$ cat config.mk
export PLATFORM = sky130hd
export DESIGN_NAME = msb_first_bit_stream_buffer_unit
export DESIGN_NICKNAME = d
export VERILOG_FILES = /design/src/hdl/bsb_pkg.sv /design/src/hdl/bsb_ram.sv /design/src/hdl/msb_first_bit_stream_buffer_unit.sv
export VERILOG_INCLUDE_DIRS = /design/src /design/src/hdl
export SDC_FILE = /design/constraint.sdc
export NUM_CORES = 2
export LEC_CHECK = 0
export BUFFER_PORTS_ARGS = -buffer_cell sky130_fd_sc_hd__buf_4
export CAP_MARGIN = 20
export CELL_PAD_IN_SITES_DETAIL_PLACEMENT = 0
export CELL_PAD_IN_SITES_GLOBAL_PLACEMENT = 1
export CORE_ASPECT_RATIO = 2
export CORE_UTILIZATION = 55
export CTS_CLUSTER_DIAMETER = 150
export DETAILED_ROUTE_END_ITERATION = 6
export GPL_ROUTABILITY_DRIVEN = 0
export PLACE_DENSITY_LB_ADDON = 0.1
export SETUP_SLACK_MARGIN = 0.02
export SLEW_MARGIN = 20
export SYNTH_ARGS = -nofsm -noshare
export SYNTH_HDL_FRONTEND = slang
export SYNTH_HIERARCHICAL = 1
export SYNTH_SLANG_ARGS = --single-unit
$ cat constraint.sdc
create_clock -name clk -period 18.98 [get_ports clk]
set_input_delay 3.796 -clock clk [delete_from_list [all_inputs] [get_ports clk]]
set_output_delay 3.796 -clock clk [all_outputs]
set_load 0.02 [all_outputs]
$ cat src/hdl/msb_first_bit_stream_buffer_unit_defines.svh
// Assertion macros for the MSB-first bit stream buffer.
`ifndef MSB_FIRST_BIT_STREAM_BUFFER_UNIT_DEFINES_SVH
`define MSB_FIRST_BIT_STREAM_BUFFER_UNIT_DEFINES_SVH

// Same-cycle implication, sampled on clk, off while arst_n is low.
`define BSB_ASSERT_HOLDS(lbl, ante, cons, msg) \
	lbl: assert property (@(posedge clk) disable iff (!arst_n) (ante) |-> (cons)) \
		else $error(msg);

// Next-cycle implication, sampled on clk, off while arst_n is low.
`define BSB_ASSERT_NEXT(lbl, ante, cons, msg) \
	lbl: assert property (@(posedge clk) disable iff (!arst_n) (ante) |=> (cons)) \
		else $error(msg);

`endif

$ cat src/hdl/bsb_pkg.sv
// Shared types and constants for the MSB-first bit stream buffer.
`default_nettype none

package bsb_pkg;

	localparam int DEF_STORE_BYTES = 256;
	localparam int DATA_W          = 8;
	localparam int CNT_W           = 4;
	localparam int POS_W           = 12;
	localparam int MAX_BITS        = 8;

	typedef enum logic {
		CMD_WRITE = 1'b0,
		CMD_READ  = 1'b1
	} cmd_t;

	typedef enum logic [1:0] {
		ST_OK     = 2'd0,
		ST_WR_OVF = 2'd1,
		ST_RD_OVF = 2'd2
	} status_t;

endpackage

`default_nettype wire

$ cat src/hdl/bsb_ram.sv
// Generic RAM: one write port, two read ports, registered read data.
`default_nettype none

module bsb_ram #(
	parameter int WIDTH = 8,
	parameter int DEPTH = 256
) (
	input  wire logic                     clk,
	input  wire logic                     we,
	input  wire logic [$clog2(DEPTH)-1:0] waddr,
	input  wire logic [WIDTH-1:0]         wdata,
	input  wire logic                     re,
	input  wire logic [$clog2(DEPTH)-1:0] raddr0,
	input  wire logic [$clog2(DEPTH)-1:0] raddr1,
	output logic      [WIDTH-1:0]         rdata0,
	output logic      [WIDTH-1:0]         rdata1
);

	logic [WIDTH-1:0] mem [DEPTH];

	// read returns the old contents on a same-address write
	always_ff @(posedge clk) begin
		if (we) begin
			mem[waddr] <= wdata;
		end
		if (re) begin
			rdata0 <= mem[raddr0];
			rdata1 <= mem[raddr1];
		end
	end

endmodule

`default_nettype wire

$ cat src/hdl/msb_first_bit_stream_buffer_unit.sv
// Top level of the MSB-first bit stream buffer: packer, unpacker and byte store.
`default_nettype none

// MSB-first bit stream buffer. Each input word either appends 1..8 low-aligned
// bits of data at the write bit pointer (cmd = 0) or takes 1..8 bits at the read
// bit pointer (cmd = 1), returned right-aligned in read_data. bit_count above 8 is
// treated as 8; a count of zero does nothing. A write that would run past
// STORE_BYTES*8 bits is dropped with status 1, a read asking for more bits than
// have been written and not yet read is dropped with status 2; neither moves a
// pointer. Every input word gives exactly one result word carrying the low 12 bits
// of both pointers after the word. Throughput is one word per clock while the
// result channel is not stalled. Each word passes the input register, where the
// registered read of the byte store is taken, and then the result register. The
// byte being filled lives in a register and is written to the store once complete,
// so the store needs no read-modify-write. The result register lets the block take
// a new word while a finished result is still stalled. No clearing pass after
// reset: the store only ever serves bytes that were written.

`include "msb_first_bit_stream_buffer_unit_defines.svh"

module msb_first_bit_stream_buffer_unit
	import bsb_pkg::*;
#(
	parameter int STORE_BYTES = DEF_STORE_BYTES
) (
	input  wire logic              clk,
	input  wire logic              arst_n,
	// input channel
	input  wire logic              item_valid,
	output logic                   item_stall,
	input  wire logic              cmd,
	input  wire logic [DATA_W-1:0] data,
	input  wire logic [CNT_W-1:0]  bit_count,
	// result channel
	output logic                   result_valid,
	input  wire logic              result_stall,
	output logic      [DATA_W-1:0] read_data,
	output logic      [1:0]        status,
	output logic      [POS_W-1:0]  write_position,
	output logic      [POS_W-1:0]  read_position
);

	localparam int CAP_BITS = STORE_BYTES * 8;
	localparam int PW       = $clog2(CAP_BITS + 1);   // pointer width
	localparam int AW       = $clog2(STORE_BYTES);    // byte address width
	localparam int BW       = PW - 3;                 // byte index width
	localparam int PW_EXT   = (PW > POS_W) ? PW : POS_W;

	// ------------------------------------------------------------------
	// Handshake: stage 1 loads when empty or when it drains into the
	// result register.
	// ------------------------------------------------------------------
	logic valid_s1;
	logic out_adv;
	logic s1_load;
	logic item_accept;

	assign out_adv     = !result_valid || !result_stall;
	assign s1_load     = !valid_s1 || out_adv;
	assign item_stall  = !s1_load;
	assign item_accept = item_valid && s1_load;

	// ------------------------------------------------------------------
	// Pointers and the partially filled write byte
	// ------------------------------------------------------------------
	logic [PW-1:0]     wp_q, rp_q;
	logic [DATA_W-1:0] acc_q;

	logic [CNT_W-1:0]  n;
	logic [PW-1:0]     n_ext;
	logic [PW-1:0]     free_bits, avail_bits;
	logic              wr_ovf, rd_ovf;
	logic              is_read;
	logic              wr_go, rd_go;
	status_t           status_new;
	logic [PW-1:0]     wp_next, rp_next;
	logic [PW_EXT-1:0] wp_next_ext, rp_next_ext;

	assign n          = (bit_count > CNT_W'(MAX_BITS)) ? CNT_W'(MAX_BITS) : bit_count;
	assign n_ext      = PW'(n);
	assign free_bits  = PW'(CAP_BITS) - wp_q;
	assign avail_bits = wp_q - rp_q;
	assign wr_ovf     = n_ext > free_bits;
	assign rd_ovf     = n_ext > avail_bits;
	assign is_read    = (cmd == CMD_READ);

	always_comb begin
		status_new = ST_OK;
		if (n != '0) begin
			if (!is_read && wr_ovf) begin
				status_new = ST_WR_OVF;
			end else if (is_read && rd_ovf) begin
				status_new = ST_RD_OVF;
			end
		end
	end

	assign wr_go = item_accept && !is_read && (n != '0) && !wr_ovf;
	assign rd_go = item_accept && is_read && (n != '0) && !rd_ovf;

	assign wp_next     = wr_go ? (wp_q + n_ext) : wp_q;
	assign rp_next     = rd_go ? (rp_q + n_ext) : rp_q;
	assign wp_next_ext = PW_EXT'(wp_next);
	assign rp_next_ext = PW_EXT'(rp_next);

	// ------------------------------------------------------------------
	// Packer: align the new bits under the write pointer
	// ------------------------------------------------------------------
	logic [2:0]          wmod;
	logic [DATA_W-1:0]   s_aln;       // new bits, MSB-aligned
	logic [2*DATA_W-1:0] sh16;        // upper: current byte, lower: spill
	logic [CNT_W-1:0]    wend;
	logic                byte_done;
	logic [DATA_W-1:0]   merged;
	logic                ram_we;
	logic [AW-1:0]       waddr;

	assign wmod      = wp_q[2:0];
	assign s_aln     = data << (CNT_W'(MAX_BITS) - n);
	assign sh16      = {s_aln, {DATA_W{1'b0}}} >> wmod;
	assign wend      = CNT_W'(wmod) + n;
	assign byte_done = wend >= CNT_W'(MAX_BITS);
	// a write on a byte boundary starts the byte fresh
	assign merged    = ((wmod == 3'd0) ? {DATA_W{1'b0}} : acc_q) | sh16[2*DATA_W-1:DATA_W];
	assign ram_we    = wr_go && byte_done;
	assign waddr     = wp_q[AW+2:3];

	always_ff @(posedge clk or negedge arst_n) begin
		if (!arst_n) begin
			wp_q  <= '0;
			rp_q  <= '0;
			acc_q <= '0;
		end else begin
			wp_q <= wp_next;
			rp_q <= rp_next;
			if (wr_go) begin
				acc_q <= byte_done ? sh16[DATA_W-1:0] : merged;
			end
		end
	end

	// ------------------------------------------------------------------
	// Unpacker, stage 1: fetch the two bytes under the read pointer.
	// A byte still in acc_q is taken from there instead of the store.
	// ------------------------------------------------------------------
	logic [BW-1:0]   rbyte, wbyte;
	logic [BW:0]     rbyte_inc;
	logic [AW-1:0]   raddr0, raddr1;
	logic            sel0, sel1;

	assign rbyte     = rp_q[PW-1:3];
	assign wbyte     = wp_q[PW-1:3];
	assign rbyte_inc = {1'b0, rbyte} + 1'b1;
	assign sel0      = (rbyte == wbyte);
	assign sel1      = (rbyte_inc == {1'b0, wbyte});
	assign raddr0    = rp_q[AW+2:3];
	assign raddr1    = raddr0 + 1'b1;

	logic [DATA_W-1:0] rdata0, rdata1;

	bsb_ram #(
		.WIDTH (DATA_W),
		.DEPTH (STORE_BYTES)
	) u_store (
		.clk    (clk),
		.we     (ram_we),
		.waddr  (waddr),
		.wdata  (merged),
		.re     (s1_load),
		.raddr0 (raddr0),
		.raddr1 (raddr1),
		.rdata0 (rdata0),
		.rdata1 (rdata1)
	);

	logic              rd_s1;
	logic [2:0]        rmod_s1;
	logic [CNT_W-1:0]  rn_s1;
	logic              sel0_s1, sel1_s1;
	logic [DATA_W-1:0] acc_s1;
	status_t           status_s1;
	logic [POS_W-1:0]  wpos_s1, rpos_s1;

	always_ff @(posedge clk or negedge arst_n) begin
		if (!arst_n) begin
			valid_s1 <= 1'b0;
		end else if (s1_load) begin
			valid_s1 <= item_valid;
		end
	end

	always_ff @(posedge clk) begin
		if (s1_load) begin
			rd_s1     <= rd_go;
			rmod_s1   <= rp_q[2:0];
			rn_s1     <= n;
			sel0_s1   <= sel0;
			sel1_s1   <= sel1;
			acc_s1    <= acc_q;
			status_s1 <= status_new;
			wpos_s1   <= wp_next_ext[POS_W-1:0];
			rpos_s1   <= rp_next_ext[POS_W-1:0];
		end
	end

	// ------------------------------------------------------------------
	// Unpacker, stage 2: shift the byte pair and right-align the bits
	// ------------------------------------------------------------------
	logic [DATA_W-1:0]   b0, b1;
	logic [2*DATA_W-1:0] win;
	logic [DATA_W-1:0]   taken;

	assign b0    = sel0_s1 ? acc_s1 : rdata0;
	assign b1    = sel1_s1 ? acc_s1 : rdata1;
	assign win   = {b0, b1} << rmod_s1;
	// bits of the second byte fall off here when the read does not spill
	assign taken = win[2*DATA_W-1:DATA_W] >> (CNT_W'(MAX_BITS) - rn_s1);

	always_ff @(posedge clk or negedge arst_n) begin
		if (!arst_n) begin
			result_valid <= 1'b0;
		end else if (out_adv) begin
			result_valid <= valid_s1;
		end
	end

	always_ff @(posedge clk) begin
		if (out_adv) begin
			read_data      <= rd_s1 ? taken : {DATA_W{1'b0}};
			status         <= status_s1;
			write_position <= wpos_s1;
			read_position  <= rpos_s1;
		end
	end

	// ------------------------------------------------------------------
	// Checks
	// ------------------------------------------------------------------
	`BSB_ASSERT_HOLDS(a_wp_in_store, 1'b1, wp_q <= PW'(CAP_BITS), "write pointer past store")
	`BSB_ASSERT_HOLDS(a_rp_behind_wp, 1'b1, rp_q <= wp_q, "read pointer ahead of write pointer")
	`BSB_ASSERT_NEXT(a_reject_keeps, item_accept && (status_new != ST_OK),
		$stable(wp_q) && $stable(rp_q) && $stable(acc_q), "rejected word moved state")

endmodule

`default_nettype wire
==> results summary <==
The critical path endpoint is u_store/mem[56][2]. The die covers 188000 um2. The initial standard-cell utilization of the core came out at 0.554. The leakage power came out at 35.0 nW. The number of gates resized after CTS is 0. The actual slew at the worst max-slew pin is 1.25 ns. The worst-case clock buffer depth is 4.

TritonCTS built the clock tree. The total global routing overflow is 0. Summing over every cut layer, the via total after detailed routing is around 57000. The number of pins exceeding their max-slew limit in the final report came out at 0.

The worst setup path is of the input pin to flop kind. The relative max-transition margin is 0.163. The final core area utilization came out at 0.601.

The mean post-synth cell area came out at around 19 um2. The first-pass iteration count of the detailed router came out at 6. The number of buffers inserted by port buffering came out at 52. The register cell area after layout is between 60000 and 70000 um2. In this run the worst hold path is classified as flop to flop. The met3 wire length is 26100 um. The startpoint kind of the worst setup timing path is an input pin. The number of global-route vias before repair came out at just under 60000.

The data arrival time at the worst-slack endpoint came out at ~9.5 ns. The cell with the largest stage delay on the worst path is sky130_fd_sc_hd__buf_4. The first global-routing pass estimated 473000 um of wire. Counting stages on the worst path, the most repeated cell is sky130_fd_sc_hd__buf_4. The start point of the critical path is bit_count[3].

The mapped netlist covers between 100000 and 150000 um2. The routed wirelength normalized by instance count came out at about 43 um. The hold violation total from the final report was 0. The worst reg-to-reg path cell count is 12. The part of the total power dissipated in combinational logic is 0.504. Setup repair after global routing left no endpoint under its margin.

The clock latency on the worst-skew pair came out at 0.86 ns. The number of antenna violations at the first check in global routing came out at 16. The number of instances in the placed design came out at 7617. The post-route clock skew came out at 0.0277 ns. The total number of cells along the worst setup path is 12.

The post-DP HPWL came out at 234000 um. The CTS clock-pin slew for the worst setup and hold paths is 0.06 ns. During I/O placement, the number of pins put on the boundary was 53. VDD sags by at most 0.191 mV.

The final routed wirelength across all metal layers came out at around 340000 um. The iteration-0 DRC count of the detailed router is 6820. Dividing the detail-routed via count by the number of cells gives 7.21. The pin count of the biggest net entering global routing is 185. The depth of the CTS H-tree is 4. The area growth from synthesis to layout came out at 8.45%. The number of buffers inserted during clock tree synthesis is slightly below 200. Wire segments on met2 add up to 176000 um in the final route. In the final layout, the share of cells above drive strength 1 is 0.295. The total clock sinks came out at 2175. The area of placed instances came out at 105000 um2. The highest metal layer used by the detailed router is met5. Dividing the final minimum period by the clock period gives 0.476.

The worst register-to-register path begins at rp_q[4]. The detail route stage leaves a number of antenna-violating nets equal to 0. The minimum period implied by the final worst setup slack came out at 9.03 ns. The number of filler cells placed in the layout is ~13000. The tree is rooted in a sky130_fd_sc_hd__clkbuf_16. The hold-fix buffer count after cts came out at 0.

Setup violations remaining at the end of the flow were counted as 0. The clock power share is 0.185. The largest fanout on the critical path came out at 86. The flow ran to the end, and the final reports show no timing, DRC or antenna violations.

The number of cells on the worst hold path is 0. The signal on the critical path passes through buf_4, nand2b_1, ha_1, mux2i_1, mux2i_1, a22oi_1, mux2i_1, a22oi_1, nand3_4, buf_4, buf_4, buf_4. The internal portion of the total power is 12.4 mW. The number of setup buffers added after CTS is 0. The post-route met1 wirelength is 101000 um. On the worst path, the slowest cell contributes a delay of 0.96 ns. Data on the critical path is required at its endpoint by 19.46 ns. The die extent in x is just over 300 um. The number of rows in the core area is 223. The count of buffer and inverter cells on the critical path is 4. The register-to-register setup slack came out at 11.52 ns. The remaining routing DRC violations is 0. During synthesis, Yosys emitted a total of 6 warnings. The cell count after synthesis came out at about 5400. Power comes to around 21 mW. The number of max-cap violations is 0. The total routing usage reported by global routing is 0.372. The switching share of total power came out at 0.422.

For this design the ratio of total power to cell area is between 150 and 200 nW/um2. STA classifies the critical path endpoint as a flop. On the critical path the largest part of the delay comes from buffers and inverters. The sequential cell fraction of total power came out at 0.310. The total nets after synthesis came out at 5412. The final setup TNS is 0 ns. In this run the critical register-to-register path is captured at u_store/rdata0[6]. The area taken by multi-input logic gates is 34400 um2. From bottom edge to top edge, the die measures around 610 um. After the last flow step, the layout net total stands at 5392.

The maximum clock rate is 111 MHz. Once layout is complete, the cells apart from fillers number 7965. The cell area after layout came out at 111000 um2. The switching power of the nets came out at 9.06 mW. The placeable core region came out at 185000 um2.
[stage by stage]
stage	setup WS (ns)	hold WS [ns]
after global placement	9.23	0.402
final	9.95	0.417
after detailed placement	9.12	0.405
after CTS	10.02	0.418
after global routing	9.66	0.422
after floorplan	1.35	0.400
[state kept, by name (all words and copies together) (netlist names)]
| name | count |
|---|---|
| status | 2 |
| u_store/rdata1 | 7 |
| valid_s1 | 1 |
| acc_s1 | 8 |
| wp_q | 12 |
| rmod_s1 | 3 |
| acc_q | 8 |
| rpos_s1 | 12 |
| rn_s1 | 4 |
| read_position | 12 |
| u_store/rdata0 | 8 |
| status_s1 | 2 |
| write_position | 12 |
| sel1_s1 | 1 |
| sel0_s1 | 1 |
| u_store/mem | 2048 |
| rd_s1 | 1 |
| rp_q | 12 |
| wpos_s1 | 12 |
| result_valid | 1 |
| read_data | 8 |
[worst min path at each step]
stage | slack (ns) | to | startpoint
6_report | 0.42 | write_position[8] | wpos_s1[8]
5_1_grt | 0.42 | write_position[8] | wpos_s1[8]
4_1_cts | 0.42 | write_position[8] | wpos_s1[8]
3_5_place_dp | 0.40 | read_position[2] | rpos_s1[2]
3_3_place_gp | 0.40 | read_position[2] | rpos_s1[2]
2_1_floorplan | 0.40 | read_position[0] | rpos_s1[0]
[layout by cell type (no fill, tap or decap), types with 49 or more instances in the layout]
cell	count
sky130_fd_sc_hd__a21oi_1	104
sky130_fd_sc_hd__a22oi_1	68
sky130_fd_sc_hd__o21ai_0	49
sky130_fd_sc_hd__nand3_1	64
sky130_fd_sc_hd__mux2i_1	244
sky130_fd_sc_hd__edfxtp_1	2141
sky130_fd_sc_hd__nand2_1	144
sky130_fd_sc_hd__mux4_2	998
sky130_fd_sc_hd__clkbuf_16	195
sky130_fd_sc_hd__o221ai_1	63
sky130_fd_sc_hd__nor2_1	331
sky130_fd_sc_hd__mux2_2	55
sky130_fd_sc_hd__buf_4	194
[power groups by stage]
| stage | Sequential, mW | Combinational, mW | Clock [mW] |
|---|---|---|---|
| after floorplan | 7.19 | 6.38 | 0 |
| after global placement | 6.76 | 10.5 | 0 |
| after detailed placement | 6.76 | 10.6 | 0 |
| after CTS | 6.66 | 10.6 | 4.02 |
| after global routing | 6.67 | 11.0 | 4.18 |
| final | 6.67 | 10.8 | 3.98 |
[layout make-up]
class	count	area share
timing repair buffer	211	0.0161
inverter	44	0.00158
sequential	2175	0.587
tap	2475	0.0279
antenna	10	0.000226
multi-input combinational	2714	0.311
clock inverter	118	0.0114
clock buffer	218	0.0448
[worst reg2reg max path, delay by kind of cell, from the launching register on]
family,cells,cell delay (ns)
flip-flops,1,0.84
AND/OR/NAND/NOR,4,1.21
multiplexers,2,1.09
buffers and inverters,6,4.00
[per-layer routing]
metal,vias up,global-route usage
met3,1143,0.0645
met1,30300,0.382
met2,3323,0.639
met5,-,0
li1,22700,-
met4,12,0.349
Note: power is estimated with default switching activity, not from simulation.
